### src/wps_pkg.sv
// ----------------------------------------------------------------------------
// wps_pkg: shared types and constants of the ws2812 pixel serializer
// Register indexes, configuration bundle, queue entry and segment types.
// ----------------------------------------------------------------------------
`default_nettype none

package wps_pkg;

  // frame and pixel geometry
  localparam int MAX_LEDS       = 1024;
  localparam int POS_W          = $clog2(MAX_LEDS);
  localparam int LEN_W          = 11;
  localparam int BITS_PER_PIXEL = 24;
  localparam int BIT_IDX_W      = $clog2(BITS_PER_PIXEL);
  localparam int CHAN_W         = 8;
  localparam int TICK_W         = 16;
  localparam int CFG_IDX_W      = 3;
  localparam int CFG_DATA_W     = 16;
  localparam int QUEUE_DEPTH    = 2;

  localparam logic [CHAN_W-1:0] BRIGHT_BYPASS = 8'd255;

  // configuration register indexes
  typedef enum logic [CFG_IDX_W-1:0] {
    REG_BRIGHTNESS = 3'd0,
    REG_LED_COUNT  = 3'd1,
    REG_ZERO_HIGH  = 3'd2,
    REG_ZERO_LOW   = 3'd3,
    REG_ONE_HIGH   = 3'd4,
    REG_ONE_LOW    = 3'd5,
    REG_LATCH      = 3'd6
  } cfg_reg_t;

  // live configuration seen by front and back
  typedef struct packed {
    logic [CHAN_W-1:0] brightness;
    logic [LEN_W-1:0]  led_count;
    logic [TICK_W-1:0] zero_high_ticks;
    logic [TICK_W-1:0] zero_low_ticks;
    logic [TICK_W-1:0] one_high_ticks;
    logic [TICK_W-1:0] one_low_ticks;
    logic [TICK_W-1:0] latch_ticks;
  } cfg_t;

  // classified pixel handed from front to back
  typedef struct packed {
    logic [BITS_PER_PIXEL-1:0] word;
    logic                      frame_end;
  } pix_entry_t;

  // one line segment
  typedef struct packed {
    logic              line_level;
    logic [TICK_W-1:0] duration;
    logic              run_last;
  } seg_t;

  // zero tick count is sent as the shortest segment
  function automatic logic [TICK_W-1:0] ticks(input logic [TICK_W-1:0] t);
    ticks = (t == '0) ? TICK_W'(1) : t;
  endfunction

endpackage

`default_nettype wire

### src/ws2812_pixel_serializer.sv
// ----------------------------------------------------------------------------
// ws2812_pixel_serializer: ws2812 led serial encoder
// Turns RGB pixels into high/low line segments with tick durations.
// ----------------------------------------------------------------------------
// Input side is a queue: drive in_red/in_green/in_blue and raise in_push; a
// beat is taken at a clock edge with in_push high and in_full low. Result
// side is a queue too: while out_empty is low the oldest segment sits on
// out_line_level/out_duration/out_run_last and is taken when out_pop is high.
// Each pixel gives 48 segments (GRB, msb first, high then low per bit); the
// last pixel of a frame adds a low latch segment, 49 in all. out_run_last
// marks the final segment of each pixel.
// The first segment of a pixel passes the queue slot, word_r and seg_r registers.
// Throughput: one segment per cycle unless out_pop is held low, set by the
// back-end sequencer; a two-entry pixel queue lets the next pixel be taken
// while the current one is still going out.
// Configuration: cfg_valid/cfg_ready write channel, always ready; write only
// while the block is idle. Reset (rst_n low, synchronous) restores default
// registers, clears the frame position and empties both queues.
// When out_pop stays low, the segment holds, the back end stops, and once
// the pixel queue fills in_full rises.
// ----------------------------------------------------------------------------
`default_nettype none

module ws2812_pixel_serializer (
  input  wire logic                              clk,
  input  wire logic                              rst_n,
  // configuration
  input  wire logic                              cfg_valid,
  output logic                                   cfg_ready,
  input  wire logic [wps_pkg::CFG_IDX_W-1:0]     cfg_index,
  input  wire logic [wps_pkg::CFG_DATA_W-1:0]    cfg_data,
  // pixel input
  input  wire logic                              in_push,
  output logic                                   in_full,
  input  wire logic [wps_pkg::CHAN_W-1:0]        in_red,
  input  wire logic [wps_pkg::CHAN_W-1:0]        in_green,
  input  wire logic [wps_pkg::CHAN_W-1:0]        in_blue,
  // segment output
  output logic                                   out_empty,
  input  wire logic                              out_pop,
  output logic                                   out_line_level,
  output logic [wps_pkg::TICK_W-1:0]             out_duration,
  output logic                                   out_run_last
);

  wps_pkg::cfg_t       cfg_r;
  wps_pkg::pix_entry_t front_entry, q_entry;
  wps_pkg::seg_t       seg;
  logic                in_accept;
  logic                q_full, q_valid, q_pop;
  logic                seg_valid;

  assign cfg_ready = 1'b1;
  assign in_full   = q_full;
  assign in_accept = in_push && !q_full;

  // register file
  always_ff @(posedge clk) begin
    if (!rst_n) begin
      cfg_r.brightness      <= wps_pkg::CHAN_W'(255);
      cfg_r.led_count       <= wps_pkg::LEN_W'(1);
      cfg_r.zero_high_ticks <= wps_pkg::TICK_W'(10);
      cfg_r.zero_low_ticks  <= wps_pkg::TICK_W'(20);
      cfg_r.one_high_ticks  <= wps_pkg::TICK_W'(19);
      cfg_r.one_low_ticks   <= wps_pkg::TICK_W'(10);
      cfg_r.latch_ticks     <= wps_pkg::TICK_W'(1440);
    end else if (cfg_valid) begin
      case (cfg_index)
        wps_pkg::REG_BRIGHTNESS: cfg_r.brightness <= cfg_data[wps_pkg::CHAN_W-1:0];
        wps_pkg::REG_LED_COUNT:  cfg_r.led_count  <= cfg_data[wps_pkg::LEN_W-1:0];
        wps_pkg::REG_ZERO_HIGH:  cfg_r.zero_high_ticks <= cfg_data;
        wps_pkg::REG_ZERO_LOW:   cfg_r.zero_low_ticks  <= cfg_data;
        wps_pkg::REG_ONE_HIGH:   cfg_r.one_high_ticks  <= cfg_data;
        wps_pkg::REG_ONE_LOW:    cfg_r.one_low_ticks   <= cfg_data;
        wps_pkg::REG_LATCH:      cfg_r.latch_ticks     <= cfg_data;
        default: begin
        end
      endcase
    end
  end

  wps_front u_front (
    .clk   (clk),
    .rst_n (rst_n),
    .cfg   (cfg_r),
    .accept(in_accept),
    .red   (in_red),
    .green (in_green),
    .blue  (in_blue),
    .entry (front_entry)
  );

  wps_queue u_queue (
    .clk     (clk),
    .rst_n   (rst_n),
    .push    (in_push),
    .wr_entry(front_entry),
    .full    (q_full),
    .pop     (q_pop),
    .valid   (q_valid),
    .rd_entry(q_entry)
  );

  wps_back u_back (
    .clk      (clk),
    .rst_n    (rst_n),
    .cfg      (cfg_r),
    .q_valid  (q_valid),
    .q_entry  (q_entry),
    .q_pop    (q_pop),
    .seg_valid(seg_valid),
    .seg      (seg),
    .seg_pop  (out_pop)
  );

  assign out_empty      = !seg_valid;
  assign out_line_level = seg.line_level;
  assign out_duration   = seg.duration;
  assign out_run_last   = seg.run_last;

endmodule

`default_nettype wire

### src/wps_queue.sv
// ----------------------------------------------------------------------------
// wps_queue: short pixel queue between front and back
// Flip-flop queue of classified pixels; both sides stall independently.
// ----------------------------------------------------------------------------
`default_nettype none

module wps_queue (
  input  wire logic               clk,
  input  wire logic               rst_n,
  input  wire logic               push,
  input  wire wps_pkg::pix_entry_t wr_entry,
  output logic                    full,
  input  wire logic               pop,
  output logic                    valid,
  output wps_pkg::pix_entry_t     rd_entry
);

  localparam int PTR_W = $clog2(wps_pkg::QUEUE_DEPTH);
  localparam int CNT_W = $clog2(wps_pkg::QUEUE_DEPTH + 1);

  wps_pkg::pix_entry_t slot_r [wps_pkg::QUEUE_DEPTH];
  logic [PTR_W-1:0] wr_ptr_r, rd_ptr_r;
  logic [CNT_W-1:0] cnt_r;
  logic             do_push, do_pop;

  assign full     = (cnt_r == CNT_W'(wps_pkg::QUEUE_DEPTH));
  assign valid    = (cnt_r != '0);
  assign rd_entry = slot_r[rd_ptr_r];
  assign do_push  = push && !full;
  assign do_pop   = pop && valid;

  // pointer wrap at queue depth
  function automatic logic [PTR_W-1:0] bump(input logic [PTR_W-1:0] p);
    bump = (p == PTR_W'(wps_pkg::QUEUE_DEPTH - 1)) ? '0 : p + PTR_W'(1);
  endfunction

  // storage, no reset needed
  always_ff @(posedge clk) begin
    if (do_push) begin
      slot_r[wr_ptr_r] <= wr_entry;
    end
  end

  // pointers and fill count
  always_ff @(posedge clk) begin
    if (!rst_n) begin
      wr_ptr_r <= '0;
      rd_ptr_r <= '0;
      cnt_r    <= '0;
    end else begin
      if (do_push) begin
        wr_ptr_r <= bump(wr_ptr_r);
      end
      if (do_pop) begin
        rd_ptr_r <= bump(rd_ptr_r);
      end
      if (do_push && !do_pop) begin
        cnt_r <= cnt_r + CNT_W'(1);
      end else if (do_pop && !do_push) begin
        cnt_r <= cnt_r - CNT_W'(1);
      end
    end
  end

endmodule

`default_nettype wire

### src/wps_front.sv
// ----------------------------------------------------------------------------
// wps_front: pixel intake
// Scales channels, packs GRB word, tracks frame position, flags frame end.
// ----------------------------------------------------------------------------
`default_nettype none

module wps_front (
  input  wire logic                          clk,
  input  wire logic                          rst_n,
  input  wire wps_pkg::cfg_t                 cfg,
  input  wire logic                          accept,
  input  wire logic [wps_pkg::CHAN_W-1:0]    red,
  input  wire logic [wps_pkg::CHAN_W-1:0]    green,
  input  wire logic [wps_pkg::CHAN_W-1:0]    blue,
  output wps_pkg::pix_entry_t                entry
);

  localparam int CW = wps_pkg::CHAN_W;
  localparam int LW = wps_pkg::LEN_W;

  logic [wps_pkg::POS_W-1:0] pos_r, pos_nxt;
  logic [LW-1:0]             frame_len;
  logic [LW-1:0]             pos_plus;
  logic [CW-1:0]             r_s, g_s, b_s;

  // channel scale, (c * brightness) >> 8 unless bypassed
  function automatic logic [CW-1:0] scale(input logic [CW-1:0] c,
                                          input logic [CW-1:0] br);
    logic [2*CW-1:0] prod;
    prod  = (2*CW)'(c) * (2*CW)'(br);
    scale = (br == wps_pkg::BRIGHT_BYPASS) ? c : prod[2*CW-1:CW];
  endfunction

  assign r_s = scale(red, cfg.brightness);
  assign g_s = scale(green, cfg.brightness);
  assign b_s = scale(blue, cfg.brightness);

  // frame length clamped to 1..MAX_LEDS
  always_comb begin
    if (cfg.led_count == '0) begin
      frame_len = LW'(1);
    end else if (cfg.led_count > LW'(wps_pkg::MAX_LEDS)) begin
      frame_len = LW'(wps_pkg::MAX_LEDS);
    end else begin
      frame_len = cfg.led_count;
    end
  end

  assign pos_plus        = LW'(pos_r) + LW'(1);
  assign entry.word      = {g_s, r_s, b_s};
  assign entry.frame_end = (pos_plus >= frame_len);

  // position advances per pixel, wraps at frame end
  always_comb begin
    pos_nxt = pos_r;
    if (accept) begin
      pos_nxt = entry.frame_end ? '0 : pos_plus[wps_pkg::POS_W-1:0];
    end
  end

  always_ff @(posedge clk) begin
    if (!rst_n) begin
      pos_r <= '0;
    end else begin
      pos_r <= pos_nxt;
    end
  end

endmodule

`default_nettype wire

### src/wps_back.sv
// ----------------------------------------------------------------------------
// wps_back: segment generator
// Bit by bit per pixel word plus latch pulse, one segment per unstalled cycle.
// ----------------------------------------------------------------------------
`default_nettype none

module wps_back (
  input  wire logic                clk,
  input  wire logic                rst_n,
  input  wire wps_pkg::cfg_t       cfg,
  input  wire logic                q_valid,
  input  wire wps_pkg::pix_entry_t q_entry,
  output logic                     q_pop,
  output logic                     seg_valid,
  output wps_pkg::seg_t            seg,
  input  wire logic                seg_pop
);

  localparam int NB = wps_pkg::BITS_PER_PIXEL;
  localparam int BW = wps_pkg::BIT_IDX_W;

  typedef enum logic [1:0] {
    ST_IDLE,
    ST_HIGH,
    ST_LOW,
    ST_LATCH
  } state_t;

  state_t                     state_r, state_nxt;
  logic [NB-1:0]              word_r, word_nxt;
  logic                       fe_r, fe_nxt;
  logic [BW-1:0]              bit_r, bit_nxt;
  logic                       seg_valid_r, seg_valid_nxt;
  wps_pkg::seg_t              seg_r, seg_nxt;
  logic                       adv;
  logic                       cur_one;
  logic                       last_bit;
  logic [wps_pkg::TICK_W-1:0] hi_dur, lo_dur;

  assign adv      = !seg_valid_r || seg_pop;
  assign cur_one  = word_r[NB-1];
  assign last_bit = (bit_r == BW'(NB - 1));
  assign hi_dur   = cur_one ? wps_pkg::ticks(cfg.one_high_ticks)
                            : wps_pkg::ticks(cfg.zero_high_ticks);
  assign lo_dur   = cur_one ? wps_pkg::ticks(cfg.one_low_ticks)
                            : wps_pkg::ticks(cfg.zero_low_ticks);

  assign seg_valid = seg_valid_r;
  assign seg       = seg_r;

  // sequencer: load, high, low per bit, optional latch
  always_comb begin
    state_nxt     = state_r;
    word_nxt      = word_r;
    fe_nxt        = fe_r;
    bit_nxt       = bit_r;
    seg_valid_nxt = seg_valid_r;
    seg_nxt       = seg_r;
    q_pop         = 1'b0;
    if (adv) begin
      seg_valid_nxt = 1'b0;
      case (state_r)
        ST_HIGH: begin
          seg_valid_nxt      = 1'b1;
          seg_nxt.line_level = 1'b1;
          seg_nxt.duration   = hi_dur;
          seg_nxt.run_last   = 1'b0;
          state_nxt          = ST_LOW;
        end
        ST_LOW: begin
          seg_valid_nxt      = 1'b1;
          seg_nxt.line_level = 1'b0;
          seg_nxt.duration   = lo_dur;
          seg_nxt.run_last   = last_bit && !fe_r;
          word_nxt           = {word_r[NB-2:0], 1'b0};
          bit_nxt            = bit_r + BW'(1);
          state_nxt          = ST_HIGH;
          if (last_bit) begin
            state_nxt = fe_r ? ST_LATCH : ST_IDLE;
          end
        end
        ST_LATCH: begin
          seg_valid_nxt      = 1'b1;
          seg_nxt.line_level = 1'b0;
          seg_nxt.duration   = wps_pkg::ticks(cfg.latch_ticks);
          seg_nxt.run_last   = 1'b1;
          state_nxt          = ST_IDLE;
        end
        default: begin
          state_nxt = ST_IDLE;
        end
      endcase
      // pick up the next pixel without a gap
      if (state_nxt == ST_IDLE && q_valid) begin
        q_pop     = 1'b1;
        word_nxt  = q_entry.word;
        fe_nxt    = q_entry.frame_end;
        bit_nxt   = '0;
        state_nxt = ST_HIGH;
      end
    end
  end

  always_ff @(posedge clk) begin
    if (!rst_n) begin
      state_r     <= ST_IDLE;
      seg_valid_r <= 1'b0;
    end else begin
      state_r     <= state_nxt;
      seg_valid_r <= seg_valid_nxt;
    end
    word_r <= word_nxt;
    fe_r   <= fe_nxt;
    bit_r  <= bit_nxt;
    seg_r  <= seg_nxt;
  end

endmodule

`default_nettype wire

### config.mk
export PLATFORM = sky130hd
export DESIGN_NAME = ws2812_pixel_serializer
export DESIGN_NICKNAME = d
export VERILOG_FILES = /design/src/wps_pkg.sv /design/src/ws2812_pixel_serializer.sv /design/src/wps_queue.sv /design/src/wps_front.sv /design/src/wps_back.sv
export SDC_FILE = /design/constraint.sdc
export NUM_CORES = 1
export LEC_CHECK = 0
export BUFFER_PORTS_ARGS = -buffer_cell sky130_fd_sc_hd__buf_2
export CAP_MARGIN = 20
export CORE_MARGIN = 5
export CORE_UTILIZATION = 30
export CTS_CLUSTER_SIZE = 8
export DETAILED_ROUTE_END_ITERATION = 7
export PLACE_DENSITY = 0.56
export REMOVE_ABC_BUFFERS = 1
export SYNTH_ARGS = -nofsm -noshare
export SYNTH_HDL_FRONTEND = slang
export SYNTH_SLANG_ARGS = --single-unit
export TNS_END_PERCENT = 5
### constraint.sdc
create_clock -name clk -period 6.5 [get_ports clk]
set_input_delay 1.3 -clock clk [delete_from_list [all_inputs] [get_ports clk]]
set_output_delay 1.3 -clock clk [all_outputs]
set_load 0.01 [all_outputs]
* Word level (Yosys, flattened, before mapping)
Memories as Yosys holds them, arrays and structs flattened. A register that Yosys moved wholly into a read port is not among the register bits.
Index checks and enable logic that the tools add are counted.
** Storage, ports and cells
- Register bits :: 164
- RAM bits :: 50
- Output and inout port bits :: 21
- Word-level logic and storage cells :: 111
- Memories kept :: 1
** Memory list
- u_queue.slot_r :: words 2, bits a word 25, rd ports 1, clocked after memory_dff 1, write ports 1, line wps_queue.sv:21 : wps_pkg::pix_entry_t slot_r [wps_pkg::QUEUE_DEPTH];
** Operators by class
- Add/sub/neg operators :: 6
- Multiply operators :: 3
- Magnitude comparators :: 2
- Equality and inequality tests :: 12
- Multiplexer cells :: 33
- Reductions and logical operators :: 35
** Operators with widths (count)
- 16-bit two-way mux :: 7
- 16-bit zero test :: 5
- 18-bit one-hot mux with 3 select lines :: 1
- 8-bit by 8-bit multiplier with 16-bit output :: 3
- 24-bit two-way mux :: 2
- 8-bit two-way mux :: 3
- 11-bit two-way mux :: 2
- 2-bit AND reduction :: 10
- 2-bit two-way mux :: 6
- 10-bit by 1-bit adder with 11-bit output, second input constant :: 1
- 11-bit greater-or-equal comparator :: 1
- 11-bit greater-than comparator, second input constant :: 1
- 11-bit zero test :: 1
- 10-bit two-way mux :: 1
- 3-bit == test, second input constant :: 3
- 1-bit two-way mux :: 9
- 8-bit == test, second input constant :: 1
- 2-bit == test, second input constant :: 3
- 3-bit by 2-bit == test with 1-bit output, second input constant :: 2
- 1-bit logical AND :: 6
- 2-bit nonzero test :: 3
- 5-bit by 1-bit adder with 5-bit output, second input constant :: 1
- 5-bit == test, second input constant :: 1
- 1-bit zero test :: 5
- other kinds (12) :: 13

* Longest topological paths before layout
- Word-level depth :: 12
- Depth in mapped cells :: 17

* By module
A second synthesis with hierarchy kept.
** Unflattened totals
- Cells, all modules :: 1557
- Area total of the unflattened synthesis :: 15935.3 um^2
** By module, submodules not included
- wps_front :: times used 1, cells an instance 872, area each 7315.8 um^2
- ws2812_pixel_serializer :: times used 1, cells an instance 362, area each 3751.1 um^2
- wps_back :: times used 1, cells an instance 220, area each 2829.0 um^2
- wps_queue :: times used 1, cells an instance 103, area each 2039.5 um^2

* Worst setup path after synthesis
No wires, ideal clock.
- Kind :: input to register
- From :: input port in_blue[1] (netlist bit)
- To :: memory u_queue.slot_r[0][5] (netlist bit) (data pin)
- Setup time :: 263 ps
- Arrival time :: 5038 ps
- Data required time :: 6237 ps
- Slack :: 1199 ps
- Stages :: 14
- Buffers on the path :: 0
- Path through :: and2_1 > fa_1 > fa_1 > inv_1 > fa_1 > inv_1 > fa_1 > ha_1 > o21a_1 > o211a_1 > a221o_1 > a21oi_1 > nor4b_1 > a211o_1
** RTL lines
- from (decl) :: line ws2812_pixel_serializer.sv:37 : input wire logic [wps_pkg::CHAN_W-1:0] in_blue,
- to (decl) :: line wps_queue.sv:21

==> implementation parameters <==
Parameter                              Value

Route
  Routed wire length    37600 um
  Routed vias/inst    4.81
  DRC violation count after routing    0
  ANT nets after route    0
  Total number of vias    11400
  Number of iterations in the first detailed-routing pass    5
  DRC violation total after the first TritonRoute iteration    655
  Wire length per cell after detailed routing    15.9 um

Yosys
  Share of the yosys chip area belonging to registers    34.7%
  Cell types with the largest area share after synthesis    sky130_fd_sc_hd__edfxtp_1 (19%), sky130_fd_sc_hd__dfxtp_1 (15%), sky130_fd_sc_hd__fa_1 (14%)
  Fraction of post-synthesis cell area in the top cell type by area    19.3%
  Leading post-synthesis cells by instance count    sky130_fd_sc_hd__nand2_1 (320), sky130_fd_sc_hd__and2_1 (156), sky130_fd_sc_hd__inv_1 (136), sky130_fd_sc_hd__dfxtp_1 (117), sky130_fd_sc_hd__ha_1 (117)
  Most used flip-flop cell after synthesis    sky130_fd_sc_hd__dfxtp_1
  Synth area leader    sky130_fd_sc_hd__edfxtp_1
  Per-instance average area after synthesis    9.43 um^2
  Synthesis warning total    0
  Proportion of synthesized flip-flops having asynchronous set or reset    0%
  Count of cell types in the netlist    64
  Post-synthesis instance area    15200 um^2
  Number of synthesized register bits    215
  Most instantiated library cell after synthesis    sky130_fd_sc_hd__nand2_1
  Gate Count Post-Synth    1613
  Number of flops mapped to enable cells by yosys    98

Timing
  Worst-case setup margin in the final layout    1.35 ns
  Relative slew margins    37.3%
  Hold Fails Final Rpt    0
  Max Freq    194 MHz
  Period utilization    79.2%
  Setup Viol. Count Final    0
  Setup repair after global routing missed its margin    false
  Final number of max-transition violations    0
  Slew @ Worst Pin    0.940 ns
  Setup_tns    0 ns
  Max Clock Skew    0.0315 ns
  Crit path time final    5.15 ns

Critical path
  Critical Setup Path Class    input pin to flop
  Worst Setup Start Kind    input pin
  Critical-path cell list    buf_2 > nand2_1 > fa_1 > fa_1 > inv_1 > fa_1 > fa_1 > ha_1 > a2111oi_0 > o21ai_1 > a221o_1 > a21oi_1 > nor4b_1 > a211o_1
  R2R cell count    14
  Crit path arrival time    5.44 ns
  Worst-case register-to-register setup slack    1.48 ns
  Most numerous cell on the critical path    sky130_fd_sc_hd__fa_1
  Maximum fanout along the worst path    8
  Worst path max stage delay    0.55 ns
  Highest-delay cell along the critical path    sky130_fd_sc_hd__fa_1
  Req. time, crit path    6.79 ns
  Sort of element at the end of the critical path    flop

Place
  Number of port buffers    67
  Last weighted congestion value of the routability-driven placer    0.815
  Final HPWL from detailed placement    27200 um
  Placement-stage worst setup slack    0.774 ns

Global route
  Overall fraction of global-route tracks in use    13.4%
  Number of antenna violations at the first check in global routing    7
  GRT overflow    0
  Largest net degree at the start of global routing    103
  Wire length of the first global-routing pass    61800 um
  Vias in the first global route    11700

Clocking
  Longest Clk Path Bufs    3
  Clock latency of the later-clocked register in the worst-skew pair    0.57 ns
  CTS-repair resized insts    0
  Clk sink count    215
  Clock-pin slew of the registers on the worst-case setup and hold paths    0.05 ns
  Clock tree root driver cell    sky130_fd_sc_hd__clkbuf_16
  Cts-stage hold buffer count    0
  Postcts setup bufs    0
  Number of H-tree branching levels    1
  Num CTS Buffers    31
  TritonCTS clock tree    built

Floorplan
  Vertical die dimension    235 um
  Area of the core region    50200 um^2
  Number of top-level pins    69
  Initial Util    30.3%
  X dimension of the die    235 um
  Die area    55300 um^2
  Cell row count    82

Cells and area
  Total Nets Final    1938
  Proportion of layout cells with a drive suffix above 1    8.60%
  Synthesis-to-layout area growth    13.3%

Run status
  Status    finished, final reports clean

Pwr
  Cell Pwr Density    390 nW/um^2
  Peak ir drop on the vdd network    0.000175 V
  Leakage Power    7.16 nW

Hold path
  WHS Path Cells    2
  Class of the most critical hold timing path    flop to flop

Run
  Max-cap violation count    0
-- registers in the layout, indices dropped and copies added (netlist names), named ones only --
| name | count |
|---|---|
| u_queue.slot_r | 50 |
| u_back.state_r | 2 |
| u_queue.cnt_r | 2 |
| u_back.seg | 18 |
| u_front.pos_r | 10 |
| u_queue.rd_ptr_r | 1 |
| u_back.seg_valid | 1 |
| u_back.word_r | 24 |
| u_queue.wr_ptr_r | 1 |
| u_back.bit_r | 5 |
| cfg_r | 99 |
| u_back.fe_r | 1 |
-- layer usage --
| layer | track usage [%] | share of wire (%) | vias up |
|---|---|---|---|
| li1 | - | - | 5547 |
| met4 | 2.83 | 1.8 | 2 |
| met3 | 2.06 | 4.6 | 54 |
| met2 | 22.5 | 47 | 219 |
| met5 | 0 | 0.035 | - |
| met1 | 18.3 | 47 | 5540 |
-- worst paths after layout --
check                   from               endpoint
setup / recovery  in_blue[0]   u_queue.slot_r[1][5]
hold / removal     cfg_r[64]              cfg_r[64]
setup reg to reg   cfg_r[93]  u_queue.slot_r[0][15]
hold reg to reg    cfg_r[64]              cfg_r[64]
-- worst max-delay path: cells and delay by family --
| kind | cells | cell delay [ns] |
|---|---|---|
| simple gates | 2 | 0.19 |
| buf+inv | 2 | 0.21 |
| fa+ha+maj | 5 | 2.32 |
| compound gates | 5 | 1.41 |
-- cell usage in the layout, fill, tap and decap left out, types with 21 or more instances in the layout --
cell	netlist	final
sky130_fd_sc_hd__a21boi_0	53	53
sky130_fd_sc_hd__mux2i_1	38	38
sky130_fd_sc_hd__inv_1	136	136
sky130_fd_sc_hd__buf_4	1	22
sky130_fd_sc_hd__edfxtp_1	98	98
sky130_fd_sc_hd__a21boi_1	27	27
sky130_fd_sc_hd__and2_1	156	156
sky130_fd_sc_hd__nand2_1	320	320
sky130_fd_sc_hd__fa_1	105	105
sky130_fd_sc_hd__nand3_1	40	40
sky130_fd_sc_hd__clkbuf_16	0	33
sky130_fd_sc_hd__dfxtp_1	117	117
sky130_fd_sc_hd__o21ai_0	53	53
sky130_fd_sc_hd__ha_1	117	117
sky130_fd_sc_hd__nor4_1	21	21
sky130_fd_sc_hd__xnor2_1	23	23
sky130_fd_sc_hd__buf_2	0	67
sky130_fd_sc_hd__nor2_1	48	44
-- cell type report --
type                            instances  area [um^2]
Clock buffer                           50          890
Antenna cell                            6         15.0
Timing Repair Buffer                   89          500
Multi-Input combinational cell       1193         9190
Fill cell                            5115        32900
Sequential cell                       215         5290
Inverter                              138          518
Clock inverter                          1         8.76
Tap cell                              672          841
-- stage by stage --
stage          total power, mW  instances  cell area (um^2)  hold slack, ns  utilization (%)
4_1_cts                   6.81       2358             17200           0.471             34.3
6_report                  6.72       2364             17200           0.470             34.4
2_1_floorplan             4.49       1546             15000           0.443                -
3_3_place_gp              5.21       2307             16300           0.455             32.6
5_1_grt                   7.32       2359             17200           0.492             34.4
3_5_place_dp              5.28       2307             16300           0.464             32.6
-- power breakdown --
part	switching, mW	total (mW)	internal, mW
sequential	0.100	1.99	1.89
clock	0.582	1.50	0.918
combinational	1.85	3.23	1.38
-- logic make-up (layout without fill, tap and decap cells) --
| family | Yosys count | in the layout | share of synthesized area [%] |
|---|---|---|---|
| simple gates | 648 | 648 | 20.5 |
| compound gates | 236 | 236 | 10.8 |
| fa+ha+maj | 222 | 222 | 23.4 |
| flops | 215 | 215 | 34.7 |
| buf+inv | 205 | 278 | 5.08 |
| mux | 48 | 48 | 3.24 |
| xor+xnor | 38 | 38 | 2.19 |
| other cells | 1 | 7 | 0.0246 |
Power figures use the tool's default switching activity.
